### src/hw/rtl/abss_pkg.sv
// Shared types and constants of the abbreviation stream scanner.
package abss_pkg;

    localparam int MAX_DEPTH   = 16;
    localparam int DEPTH_W     = 5;
    localparam int STACK_N     = MAX_DEPTH + 1;
    localparam int QUEUE_DEPTH = 4;
    localparam int PTR_W       = $clog2(QUEUE_DEPTH);
    localparam int CNT_W       = $clog2(QUEUE_DEPTH + 1);

    localparam logic [15:0] COUNT_MAX  = 16'hFFFF;
    localparam logic [7:0]  CONT_BIT   = 8'b10000000;
    localparam logic [7:0]  DATA_BITS  = 8'b01111111;
    localparam logic [3:0]  CODE_GROUPS = 4'd9;
    localparam logic [3:0]  WORD_GROUPS = 4'd5;
    localparam logic [3:0]  GROUP_MAX   = 4'd15;

    typedef enum logic [4:0] {
        PH_CODE = 5'b00001,
        PH_TAG  = 5'b00010,
        PH_FLAG = 5'b00100,
        PH_NAME = 5'b01000,
        PH_FORM = 5'b10000
    } t_phase;

    typedef enum logic [2:0] {
        KIND_ENTRY     = 3'd0,
        KIND_ATTR      = 3'd1,
        KIND_LEVEL_END = 3'd2,
        KIND_STREAM_END = 3'd3,
        KIND_OVERFLOW  = 3'd4
    } t_kind;

    typedef struct packed {
        t_kind        kind;
        logic [62:0]  code;
        logic [31:0]  tag;
        logic         children;
        logic [31:0]  name;
        logic [31:0]  form;
        logic [15:0]  attr_count;
        logic [DEPTH_W-1:0] depth;
        logic [15:0]  level_entries;
        logic         last;
    } t_event;

    typedef struct packed {
        logic   val_a;
        logic   val_b;
        t_event ev_a;
        t_event ev_b;
    } t_push;

endpackage

### src/hw/rtl/abss_byte_if.sv
// Input channel of the scanner: one stream byte per beat.
interface abss_byte_if;
    logic       valid;
    logic       ready;
    logic [7:0] data_byte;
    logic       end_of_buffer;

    modport source (output valid, data_byte, end_of_buffer, input ready);
    modport sink   (input valid, data_byte, end_of_buffer, output ready);
endinterface

### src/hw/rtl/abss_event_if.sv
// Output channel of the scanner: one decoded event per beat.
interface abss_event_if;
    logic        valid;
    logic        ready;
    logic [2:0]  event_kind;
    logic [62:0] entry_code;
    logic [31:0] entry_tag;
    logic        children_flag;
    logic [31:0] attr_name;
    logic [31:0] attr_form;
    logic [15:0] attr_count;
    logic [4:0]  nest_depth;
    logic [15:0] level_entries;
    logic        last;

    modport source (output valid, event_kind, entry_code, entry_tag, children_flag,
                    attr_name, attr_form, attr_count, nest_depth, level_entries, last,
                    input ready);
    modport sink   (input valid, event_kind, entry_code, entry_tag, children_flag,
                    attr_name, attr_form, attr_count, nest_depth, level_entries, last,
                    output ready);
endinterface

### src/hw/rtl/abss_parser.sv
// Field decoder and entry walker: turns each accepted byte into up to two events.
module abss_parser
    import abss_pkg::*;
(
    input  logic       i_clk,
    input  logic       i_rst_n,
    input  logic       i_accept,
    input  logic [7:0] i_data_byte,
    input  logic       i_end_of_buffer,
    output t_push      o_push
);

    t_phase              r_phase, n_phase;
    logic [62:0]         r_acc, n_acc;
    logic [3:0]          r_gi, n_gi;
    logic [62:0]         r_code, n_code;
    logic [31:0]         r_tag, n_tag;
    logic                r_children, n_children;
    logic [31:0]         r_name, n_name;
    logic [15:0]         r_ac, n_ac;
    logic [DEPTH_W-1:0]  r_depth, n_depth;
    logic [15:0]         r_cnt [STACK_N];
    logic [15:0]         n_cnt [STACK_N];

    logic [5:0]          sh;
    logic [62:0]         acc_v;
    logic                fin;
    logic [15:0]         cur_cnt;
    logic [15:0]         sat_cnt;
    logic [31:0]         form;
    t_push               push;

    always_comb begin
        sh      = 6'({2'b00, r_gi} * 6'd7);
        acc_v   = r_acc;
        if (r_gi < ((r_phase == PH_CODE) ? CODE_GROUPS : WORD_GROUPS)) begin
            acc_v = r_acc | ({56'd0, i_data_byte[6:0] & DATA_BITS[6:0]} << sh);
        end
        fin     = ((i_data_byte & CONT_BIT) == 8'd0) || i_end_of_buffer;
        cur_cnt = r_cnt[r_depth];
        sat_cnt = (cur_cnt == COUNT_MAX) ? cur_cnt : cur_cnt + 16'd1;
        form    = acc_v[31:0];

        n_phase    = r_phase;
        n_acc      = r_acc;
        n_gi       = r_gi;
        n_code     = r_code;
        n_tag      = r_tag;
        n_children = r_children;
        n_name     = r_name;
        n_ac       = r_ac;
        n_depth    = r_depth;
        n_cnt      = r_cnt;
        push       = '0;

        if (i_accept) begin
            if (r_phase == PH_FLAG) begin
                n_children = (i_data_byte != 8'd0);
                n_phase    = PH_NAME;
            end else begin
                n_acc = acc_v;
                n_gi  = (r_gi < GROUP_MAX) ? r_gi + 4'd1 : r_gi;
                if (fin) begin
                    n_acc = '0;
                    n_gi  = '0;
                    unique case (r_phase)
                        PH_CODE: begin
                            if (acc_v == 63'd0) begin
                                push.val_a                = 1'b1;
                                push.ev_a.kind            = KIND_LEVEL_END;
                                push.ev_a.depth           = r_depth;
                                push.ev_a.level_entries   = cur_cnt;
                                if (r_depth != '0) begin
                                    n_depth = r_depth - 1'b1;
                                end else begin
                                    n_cnt[0] = '0;
                                end
                            end else begin
                                n_code  = acc_v;
                                n_ac    = '0;
                                n_phase = PH_TAG;
                            end
                        end
                        PH_TAG: begin
                            n_tag   = acc_v[31:0];
                            n_phase = PH_FLAG;
                        end
                        PH_NAME: begin
                            n_name  = acc_v[31:0];
                            n_phase = PH_FORM;
                        end
                        PH_FORM: begin
                            if (r_name == 32'd0 && form == 32'd0) begin
                                n_cnt[r_depth]           = sat_cnt;
                                push.val_a               = 1'b1;
                                push.ev_a.kind           = KIND_ENTRY;
                                push.ev_a.code           = r_code;
                                push.ev_a.tag            = r_tag;
                                push.ev_a.children       = r_children;
                                push.ev_a.attr_count     = r_ac;
                                push.ev_a.depth          = r_depth;
                                push.ev_a.level_entries  = sat_cnt;
                                if (r_children) begin
                                    if (r_depth < DEPTH_W'(MAX_DEPTH)) begin
                                        n_depth        = r_depth + 1'b1;
                                        n_cnt[n_depth] = '0;
                                    end else if (!i_end_of_buffer) begin
                                        push.val_b            = 1'b1;
                                        push.ev_b.kind        = KIND_OVERFLOW;
                                        push.ev_b.code        = r_code;
                                        push.ev_b.tag         = r_tag;
                                        push.ev_b.children    = r_children;
                                        push.ev_b.attr_count  = r_ac;
                                        push.ev_b.depth       = r_depth;
                                    end
                                end
                                n_phase = PH_CODE;
                            end else begin
                                n_ac = (r_ac == COUNT_MAX) ? r_ac : r_ac + 16'd1;
                                push.val_a            = 1'b1;
                                push.ev_a.kind        = KIND_ATTR;
                                push.ev_a.code        = r_code;
                                push.ev_a.tag         = r_tag;
                                push.ev_a.children    = r_children;
                                push.ev_a.name        = r_name;
                                push.ev_a.form        = form;
                                push.ev_a.attr_count  = n_ac;
                                push.ev_a.depth       = r_depth;
                                n_phase = PH_NAME;
                            end
                        end
                        default: begin
                            n_phase = PH_CODE;
                        end
                    endcase
                end
            end

            if (i_end_of_buffer) begin
                push.val_b      = 1'b1;
                push.ev_b       = '0;
                push.ev_b.kind  = KIND_STREAM_END;
                push.ev_b.depth = n_depth;
                n_phase    = PH_CODE;
                n_acc      = '0;
                n_gi       = '0;
                n_code     = '0;
                n_tag      = '0;
                n_children = 1'b0;
                n_name     = '0;
                n_ac       = '0;
                n_depth    = '0;
                for (int i = 0; i < STACK_N; i++) begin
                    n_cnt[i] = '0;
                end
            end

            if (push.val_b) begin
                push.ev_b.last = 1'b1;
            end else begin
                push.ev_a.last = 1'b1;
            end
        end
    end

    assign o_push = push;

    always_ff @(posedge i_clk) begin
        if (!i_rst_n) begin
            r_phase    <= PH_CODE;
            r_acc      <= '0;
            r_gi       <= '0;
            r_code     <= '0;
            r_tag      <= '0;
            r_children <= 1'b0;
            r_name     <= '0;
            r_ac       <= '0;
            r_depth    <= '0;
            for (int i = 0; i < STACK_N; i++) begin
                r_cnt[i] <= '0;
            end
        end else begin
            r_phase    <= n_phase;
            r_acc      <= n_acc;
            r_gi       <= n_gi;
            r_code     <= n_code;
            r_tag      <= n_tag;
            r_children <= n_children;
            r_name     <= n_name;
            r_ac       <= n_ac;
            r_depth    <= n_depth;
            r_cnt      <= n_cnt;
        end
    end

    a_depth_bound: assert property (@(posedge i_clk) disable iff (!i_rst_n)
        r_depth <= DEPTH_W'(MAX_DEPTH))
        else $error("nesting depth beyond its limit");

    a_eob_resets: assert property (@(posedge i_clk) disable iff (!i_rst_n)
        (i_accept && i_end_of_buffer) |=> (r_phase == PH_CODE && r_depth == '0 && r_gi == '0))
        else $error("state not cleared after the final byte");

    a_overflow_follows_entry: assert property (@(posedge i_clk) disable iff (!i_rst_n)
        (push.val_b && push.ev_b.kind == KIND_OVERFLOW) |->
            (push.val_a && push.ev_a.kind == KIND_ENTRY))
        else $error("depth overflow without an entry event");

    a_only_on_accept: assert property (@(posedge i_clk) disable iff (!i_rst_n)
        (push.val_a || push.val_b) |-> i_accept)
        else $error("event raised without an accepted beat");

endmodule

### src/hw/rtl/abss_evq.sv
// Four-entry event queue that takes up to two events a cycle and gives one a cycle while the output is ready.
module abss_evq
    import abss_pkg::*;
(
    input  logic         i_clk,
    input  logic         i_rst_n,
    input  t_push        i_push,
    output logic         o_room,
    abss_event_if.source o_event
);

    t_event              r_mem [QUEUE_DEPTH];
    logic [PTR_W-1:0]    r_wp, r_rp;
    logic [CNT_W-1:0]    r_count;
    logic [1:0]          nw;
    logic                pop;
    t_event              head;

    assign nw     = {1'b0, i_push.val_a} + {1'b0, i_push.val_b};
    assign pop    = o_event.valid && o_event.ready;
    assign o_room = (r_count <= CNT_W'(QUEUE_DEPTH - 2));
    assign head   = r_mem[r_rp];

    always_ff @(posedge i_clk) begin
        if (i_push.val_a) begin
            r_mem[r_wp] <= i_push.ev_a;
            if (i_push.val_b) begin
                r_mem[r_wp + 1'b1] <= i_push.ev_b;
            end
        end else if (i_push.val_b) begin
            r_mem[r_wp] <= i_push.ev_b;
        end
    end

    always_ff @(posedge i_clk) begin
        if (!i_rst_n) begin
            r_wp    <= '0;
            r_rp    <= '0;
            r_count <= '0;
        end else begin
            r_wp    <= r_wp + PTR_W'(nw);
            r_rp    <= r_rp + PTR_W'(pop);
            r_count <= r_count + CNT_W'(nw) - CNT_W'(pop);
        end
    end

    assign o_event.valid         = (r_count != '0);
    assign o_event.event_kind    = head.kind;
    assign o_event.entry_code    = head.code;
    assign o_event.entry_tag     = head.tag;
    assign o_event.children_flag = head.children;
    assign o_event.attr_name     = head.name;
    assign o_event.attr_form     = head.form;
    assign o_event.attr_count    = head.attr_count;
    assign o_event.nest_depth    = 5'(head.depth);
    assign o_event.level_entries = head.level_entries;
    assign o_event.last          = head.last;

    a_no_overrun: assert property (@(posedge i_clk) disable iff (!i_rst_n)
        (nw != 2'd0) |-> (r_count <= CNT_W'(QUEUE_DEPTH - 2)))
        else $error("events written into a full queue");

    a_count_bound: assert property (@(posedge i_clk) disable iff (!i_rst_n)
        r_count <= CNT_W'(QUEUE_DEPTH))
        else $error("queue occupancy out of range");

    a_pop_only: assert property (@(posedge i_clk) disable iff (!i_rst_n)
        (pop && nw == 2'd0) |=> (r_count == $past(r_count) - 1'b1))
        else $error("occupancy not reduced by a lone pop");

endmodule

### src/hw/rtl/abbrev_stream_scanner.sv
// Top level of the abbreviation stream scanner: byte channel in, event channel out.
//
//   Channel   Dir  Beat carries                              Accepted when
//   i_byte    in   data_byte, end_of_buffer                  valid && ready
//   o_event   out  event_kind .. level_entries, last         valid && ready
//
// Each byte is decoded in the cycle it is accepted and its events are written
// into a four-entry event queue; the first event can leave in the cycle after.
// One byte per cycle is sustained while bytes cause at most one event each and
// the output is ready; a byte causing two events leaves a backlog, as the queue
// drains one event per cycle. Input ready drops while under two queue slots are free.
// Reset is synchronous and active low and returns the parser to the entry code.
module abbrev_stream_scanner
    import abss_pkg::*;
(
    input  logic         i_clk,
    input  logic         i_rst_n,
    abss_byte_if.sink    i_byte,
    abss_event_if.source o_event
);

    t_push w_push;
    logic  w_room;

    assign i_byte.ready = w_room;

    abss_parser u_parser (
        .i_clk           (i_clk),
        .i_rst_n         (i_rst_n),
        .i_accept        (i_byte.valid && w_room),
        .i_data_byte     (i_byte.data_byte),
        .i_end_of_buffer (i_byte.end_of_buffer),
        .o_push          (w_push)
    );

    abss_evq u_evq (
        .i_clk   (i_clk),
        .i_rst_n (i_rst_n),
        .i_push  (w_push),
        .o_room  (w_room),
        .o_event (o_event)
    );

endmodule
### src/flat_wrapper.sv
// flat-port wrapper written by rule: the top's interface ports become plain ports
module abbrev_stream_scanner_flat import abss_pkg::*;
  (i_clk, i_rst_n, i_byte_valid, i_byte_data_byte, i_byte_end_of_buffer, i_byte_ready, o_event_valid, o_event_event_kind, o_event_entry_code, o_event_entry_tag, o_event_children_flag, o_event_attr_name, o_event_attr_form, o_event_attr_count, o_event_nest_depth, o_event_level_entries, o_event_last, o_event_ready);
  abss_byte_if i_byte_i ();
  abss_event_if o_event_i ();
  input  logic i_clk;
  input  logic i_rst_n;
  input wire logic [$bits(i_byte_i.valid)-1:0] i_byte_valid;
  input wire logic [$bits(i_byte_i.data_byte)-1:0] i_byte_data_byte;
  input wire logic [$bits(i_byte_i.end_of_buffer)-1:0] i_byte_end_of_buffer;
  output wire logic [$bits(i_byte_i.ready)-1:0] i_byte_ready;
  output wire logic [$bits(o_event_i.valid)-1:0] o_event_valid;
  output wire logic [$bits(o_event_i.event_kind)-1:0] o_event_event_kind;
  output wire logic [$bits(o_event_i.entry_code)-1:0] o_event_entry_code;
  output wire logic [$bits(o_event_i.entry_tag)-1:0] o_event_entry_tag;
  output wire logic [$bits(o_event_i.children_flag)-1:0] o_event_children_flag;
  output wire logic [$bits(o_event_i.attr_name)-1:0] o_event_attr_name;
  output wire logic [$bits(o_event_i.attr_form)-1:0] o_event_attr_form;
  output wire logic [$bits(o_event_i.attr_count)-1:0] o_event_attr_count;
  output wire logic [$bits(o_event_i.nest_depth)-1:0] o_event_nest_depth;
  output wire logic [$bits(o_event_i.level_entries)-1:0] o_event_level_entries;
  output wire logic [$bits(o_event_i.last)-1:0] o_event_last;
  input wire logic [$bits(o_event_i.ready)-1:0] o_event_ready;
  assign i_byte_i.valid = i_byte_valid;
  assign i_byte_i.data_byte = i_byte_data_byte;
  assign i_byte_i.end_of_buffer = i_byte_end_of_buffer;
  assign i_byte_ready = i_byte_i.ready;
  assign o_event_valid = o_event_i.valid;
  assign o_event_event_kind = o_event_i.event_kind;
  assign o_event_entry_code = o_event_i.entry_code;
  assign o_event_entry_tag = o_event_i.entry_tag;
  assign o_event_children_flag = o_event_i.children_flag;
  assign o_event_attr_name = o_event_i.attr_name;
  assign o_event_attr_form = o_event_i.attr_form;
  assign o_event_attr_count = o_event_i.attr_count;
  assign o_event_nest_depth = o_event_i.nest_depth;
  assign o_event_level_entries = o_event_i.level_entries;
  assign o_event_last = o_event_i.last;
  assign o_event_i.ready = o_event_ready;
  abbrev_stream_scanner u_core (.i_clk(i_clk), .i_rst_n(i_rst_n), .i_byte(i_byte_i), .o_event(o_event_i));
endmodule
### config.mk
export PLATFORM = sky130hd
export DESIGN_NAME = abbrev_stream_scanner_flat
export DESIGN_NICKNAME = d
export VERILOG_FILES = /design/src/hw/rtl/abss_pkg.sv /design/src/hw/rtl/abss_byte_if.sv /design/src/hw/rtl/abss_event_if.sv /design/src/hw/rtl/abss_parser.sv /design/src/hw/rtl/abss_evq.sv /design/src/hw/rtl/abbrev_stream_scanner.sv /design/src/flat_wrapper.sv
export SDC_FILE = /design/constraint.sdc
export NUM_CORES = 2
export LEC_CHECK = 0
export BUFFER_PORTS_ARGS = -buffer_cell sky130_fd_sc_hd__buf_2
export CAP_MARGIN = 25
export CORE_ASPECT_RATIO = 1.5
export CORE_MARGIN = 2
export CORE_UTILIZATION = 30
export DETAILED_ROUTE_END_ITERATION = 6
export GPL_TIMING_DRIVEN = 1
export SYNTH_ARGS = -nofsm -noshare
export SYNTH_HDL_FRONTEND = slang
export SYNTH_SLANG_ARGS = --single-unit
### constraint.sdc
create_clock -name i_clk -period 17.88 [get_ports i_clk]
set_clock_uncertainty 0.1 [all_clocks]
set_input_delay 1.788 -clock i_clk [delete_from_list [all_inputs] [get_ports i_clk]]
set_output_delay 1.788 -clock i_clk [all_outputs]
set_load 0.005 [all_outputs]
; ---- Word-level counts from Yosys, hierarchy flattened
; Memory sizes are Yosys's and may differ from the RTL's. A register that Yosys moved wholly into a read port is not among the register bits.
; Index checks and enable logic that the tools add are counted.
[classes]
n_addsub = 11
bitwise_logic = 6
n_lt_le_gt_ge = 8
n_eq_ne = 15
mul = 1
n_reduce_logical = 33
muxes = 110
shifts = 1
[op_table]
columns = operator, n
row1 = 272-bit 2-to-1 mux, 6
row2 = 99-bit 2-to-1 mux, 6
row3 = 63-bit 2-to-1 mux, 9
row4 = 202-bit 2-to-1 mux, 2
row5 = 404-bit 2-to-1 mux, 1
row6 = 201-bit 2-to-1 mux, 2
row7 = 272-bit bitwise AND, 1
row8 = 272-bit bitwise mux, 1
row9 = 272-bit inverter, 1
row10 = 256-bit 2-to-1 mux, 1
row11 = 32-bit 2-to-1 mux, 8
row12 = 16-bit 2-to-1 mux, 14
row13 = 176-bit 2-to-1 mux, 1
row14 = 21-bit 2-to-1 mux, 8
row15 = 16-bit demux with 5-bit select, 2
row16 = 97-bit 2-to-1 mux, 1
row17 = 16-bit binary-select mux with 5-bit select, 1
row18 = 32-bit zero test, 2
row19 = 64-bit 2-to-1 mux, 1
row20 = 16-bit one-hot mux with 2 select lines, 2
row21 = 63-bit zero test, 1
row22 = 63-bit bitwise OR, 1
row23 = 7-bit by 6-bit << shifter with 63-bit output, 1
row24 = 5-bit 2-to-1 mux, 12
row25 = 50 further kinds, 100
[word_totals]
out_inout_bits = 203
ff_bits = 500
inputBits = 13
mem_count = 1
wordCells = 215
ramBits = 804
[mem_list]
columns = name, words, word_bits, read_ports, rd_clocked_by_memory_dff, wr, line
row1 = u_core.u_evq.r_mem, 4, 201, 1, 1, 2, abss_evq.sv:12  ; t_event r_mem [QUEUE_DEPTH];

; ---- Longest topological paths before layout
[depth]
depth_word = 18
mapped_depth = 30
mapped_depth_nobuf = 25

; ---- Cells and area by module
; From an unflattened synthesis, not the netlist that was laid out.
[unflattened]
hier_cells = 5862
hier_area_um2 = 69472.9
[by_module_without_submodules]
columns = module, n_inst, cells_each, area_each_um2, seq_area_each_um2
row1 = abss_evq, 1, 2982, 44058.5, 24283.3
row2 = abss_parser, 1, 2879, 25408.1, 9869.5
row3 = abbrev_stream_scanner, 1, 1, 6.3, 0.0

; ---- Least setup slack after synthesis
; OpenSTA, ideal clock, no wires.
[synth_path]
path_type = register to register
from = register u_core.u_parser.r_gi[0]
to = memory u_core.u_evq.r_mem[0][0] (netlist bit) (enable)
setup_ns = 0.474
t_required_ns = 17.306
path_buffers = 6
period_less_slack_ns = 8.918
slack_ns = 8.962
arrival_time_ns = 8.344
stages_incl_launch_ff = 27
path_cell_list = dfxtp_1 -> buf_4 -> inv_2 -> fa_1 -> inv_1 -> ha_1 -> inv_1 -> fa_1 -> clkbuf_1 -> clkbuf_1 -> nand3b_1 -> o22ai_1 -> mux2_2 -> or3_1 -> a211oi_1 -> o2111ai_1 -> nor4_4 -> buf_4 -> a21oi_1 -> nor2_1 -> inv_1 -> ha_1 -> clkbuf_1 -> nor3_1 -> nor2_1 -> clkbuf_1 -> inv_1
[synth_lines]
columns = item, line
row1 = "start, declared", abss_parser.sv:15  ; logic [3:0] r_gi, n_gi;
row2 = "start signal, assigned", abss_parser.sv:185  ; r_gi <= n_gi;
row3 = "end, declared", abss_evq.sv:12

==> impl_metrics.tcl <==
set metrics [dict create \
    setup_viol 0 \
    status "finished clean" \
    place_congestion 0.932 \
    synth_area_mm2 0.0566 \
    cts_hold_buf 0 \
    layout_commonest_cell "dfxtp_1" \
    synth_edf_count 484 \
    initial_core_util 0.301 \
    htreeDepth 3 \
    overflow 0 \
    regToRegStartpoint "u_core.u_parser.r_gi[0]" \
    die-area_mm2 0.192 \
    synth_area_leader_cell "dfxtp_1" \
    p_leak_nw 21.1 \
    track_usage 0.188 \
    fin_setup_tns_ps 0 \
    cts.sinks 1304 \
    hold_path.startpoint "u_core.u_evq.r_mem[2][10]" \
    cts-root-buf "clkbuf_16" \
    worstPathMaxFanout 66 \
    fmax_ghz 0.102 \
    synthesis.area_per_instance_um2 11.3 \
    ant_nets 0 \
    area_growth_syn_to_layout_pct 13.2 \
    synthCells 5003 \
    slowest_stage "fa_1" \
    cts_inserted_buffers 111 \
    worstSetupStartpointType "register" \
    rr_endpoint "u_core.u_evq.r_mem[3][195]" \
    ys_ff_latch 1304 \
    fp.dieH_um 536 \
    end_kind "register" \
    rsz0062_at_grt "no" \
    reg2reg_slack_ps 8040 \
    fin_nets 5083 \
    synthFlopType "dfxtp_1" \
    drt-pass1-iter-count 6 \
    clk_latency_ps 790 \
    max_slew.worst_pin.slew_ps 1110 \
    synth_top_area_frac 0.290 \
    placementRows 195 \
    power_density_mw_per_mm2 103 \
    die_w_um 359 \
    cts_buffer_depth 3 \
    antenna_found_initial 13 \
    cpPeakStageDelay_ps 1020 \
    slew_headroom 0.253 \
    cap_violations 0 \
    criticalPathCategory "reg2reg" \
    drtIter0Drc 4371 \
    grt_pass1_wl_um 274000 \
    worstHoldPathType "reg2reg" \
    yosys-top-cells-area "dfxtp_1, edfxtp_1, mux4_2" \
    syn-num-nets 5050 \
    hold_depth 2 \
    min_to "u_core.u_evq.r_mem[2][10]" \
    final_util 0.341 \
    path_cells "buf_4 > inv_2 > fa_1 > inv_1 > ha_1 > inv_1 > fa_1 > or2_1 > o22ai_1 > a211o_1 > o41ai_1 > o2111ai_1 > nor4b_4 > buf_4 > and2_1 > a21oi_1 > inv_1 > ha_1 > inv_1 > nor3b_1 > nor2_4 > a21oi_4 > buf_4 > and2_1" \
    core_area_mm2 0.188 \
    ios 216 \
    routed_wirelength_um 187000 \
    synth.distinct_cells 98 \
    worst-endpoint-required_ps 18360 \
    ir_drop_mv 0.113 \
    wl_per_cell_um 24.6 \
    cts_resized 0 \
    port_buffers 215 \
    dp_hpwl_um 123000 \
    drive_above_1_share 0.176 \
    reg2reg_depth 24 \
    ys_seq_area_frac 0.547 \
    period_minus_slack_ps 9840 \
    routed-via-count 42200 \
    period_share 0.550 \
    fillCellCount 18600 \
    cts_tree "done" \
    crit_top_cell "inv_1" \
    grt_start_max_net_pins 151 \
    viasPerCell 5.56 \
    async_flop_share 0 \
    finalHoldViolCount 0 \
    drcViolationCount 0 \
    post_cts_buffers 0 \
    slew_viol_final 0 \
    ys_warn_count 0 \
    clkTransAtPathRegs_ps 70 \
    layout_common_cells "dfxtp_1, edfxtp_1, and2_1, nor2_1, nand2_1" \
    grt_pass1_vias 41000 \
    arrival_ps 10320 \
]
==> cell usage after synthesis (11+ instances only) <==
cell type and number:
and2_1 401, a21oi_1 254, and3_1 13, or3_1 20, a22o_1 130, buf_4 11
a31oi_1 17, mux2i_1 16, ha_1 29, dfxtp_1 820, buf_1 38, xnor2_1 13
nor2_1 398, nand4_1 16, o21ai_0 289, a32o_1 138, nand3_1 153, nand2_1 360
a22oi_1 197, o21ai_1 42, o221ai_1 17, nand2_2 11, nor2b_1 11, nand2b_1 16
mux4_2 272, edfxtp_1 484, nor3_1 136, clkbuf_1 301, inv_1 56, nor4_1 30
o22ai_1 55, buf_2 61
==> report_power, final <==
part | switching, W | total (W) | internal, W
Clock | 0.00115 | 0.00248 | 0.00133
Combinational | 0.000587 | 0.000936 | 0.000349
Sequential | 0.0000378 | 0.00316 | 0.00312
==> flip-flops by register name, summed over array words and instances, names as in the netlist, 2 cells and up <==
name / count
u_core.u_evq.r_mem: 804
u_core.u_parser.r_cnt: 272
u_core.u_parser.r_acc: 63
u_core.u_parser.r_code: 63
u_core.u_parser.r_name: 32
u_core.u_parser.r_tag: 32
u_core.u_parser.r_ac: 16
u_core.u_parser.r_depth: 5
u_core.u_parser.r_phase: 5
u_core.u_parser.r_gi: 4
u_core.u_evq.r_count: 3
u_core.u_evq.r_rp: 2
u_core.u_evq.r_wp: 2
==> worst max path at each step <==
stage / cells after the start / startpoint / to / slack [ps]
4_1_cts: 26 / u_core.u_parser.r_gi[0] / u_core.u_evq.r_mem[2][194] / 8130
2_1_floorplan: 26 / u_core.u_parser.r_gi[0] / u_core.u_evq.r_mem[0][0] / 8960
3_3_place_gp: 25 / u_core.u_parser.r_gi[0] / u_core.u_evq.r_mem[2][191] / 8240
6_report: 24 / u_core.u_parser.r_gi[0] / u_core.u_evq.r_mem[3][195] / 8040
3_5_place_dp: 26 / u_core.u_parser.r_gi[0] / u_core.u_evq.r_mem[2][189] / 8190
5_1_grt: 24 / u_core.u_parser.r_gi[0] / u_core.u_evq.r_mem[1][27] / 7520
==> layout make-up <==
type | count | area [um^2] | share of cell area
inverter | 59 | 249 | 0.00389
timing repair buffer | 341 | 2140 | 0.0334
multi-input combinational | 3219 | 23900 | 0.373
clock inverter | 44 | 459 | 0.00717
sequential | 1304 | 31000 | 0.483
clock buffer | 165 | 3250 | 0.0507
tap | 2462 | 3080 | 0.0481
antenna | 6 | 15.0 | 0.000234
==> cells by family (layout without fill, tap and decap cells) <==
| logic type | Yosys count | count (layout) | share of synthesized area |
|---|---|---|---|
| AO/OA/AOI/OAI | 1240 | 1240 | 0.149 |
| XOR/XNOR | 27 | 27 | 0.00497 |
| adder cells (fa/ha/maj) | 34 | 34 | 0.00818 |
| buffers and inverters | 480 | 609 | 0.0352 |
| flip-flops | 1304 | 1304 | 0.547 |
| multiplexers | 301 | 301 | 0.114 |
| other | 0 | 6 | 0 |
| AND/OR/NAND/NOR | 1617 | 1617 | 0.142 |
==> worst max-delay path, delay by kind of cell, from the launching register on <==
family                     cells  cell delay, ps
and+or+nand+nor                6            2390
buffers and inverters          8            2070
adders and majority gates      4            2000
DFF                            1             310
AOI/OAI and AO/OA              6            2640
==> through the flow <==
stage,instance area (um^2),hold slack [ps],setup slack (ps),total power [W],instances
after floorplan,56600,318,8960,0.00378,5003
after global placement,60100,330,8240,0.00417,7363
after detailed placement,60300,338,8190,0.00417,7379
after CTS,64000,347,8130,0.00662,7588
after global routing,64100,372,7520,0.00679,7595
final,64100,350,8040,0.00657,7600
==> metal layers <==
metal | track usage | wire [um]
met5 | 0 | 51
met4 | 0.108 | 11600
met3 | 0.0298 | 12600
met2 | 0.322 | 92300
met1 | 0.222 | 70000
No activity file was read; power rests on OpenSTA's default activity.
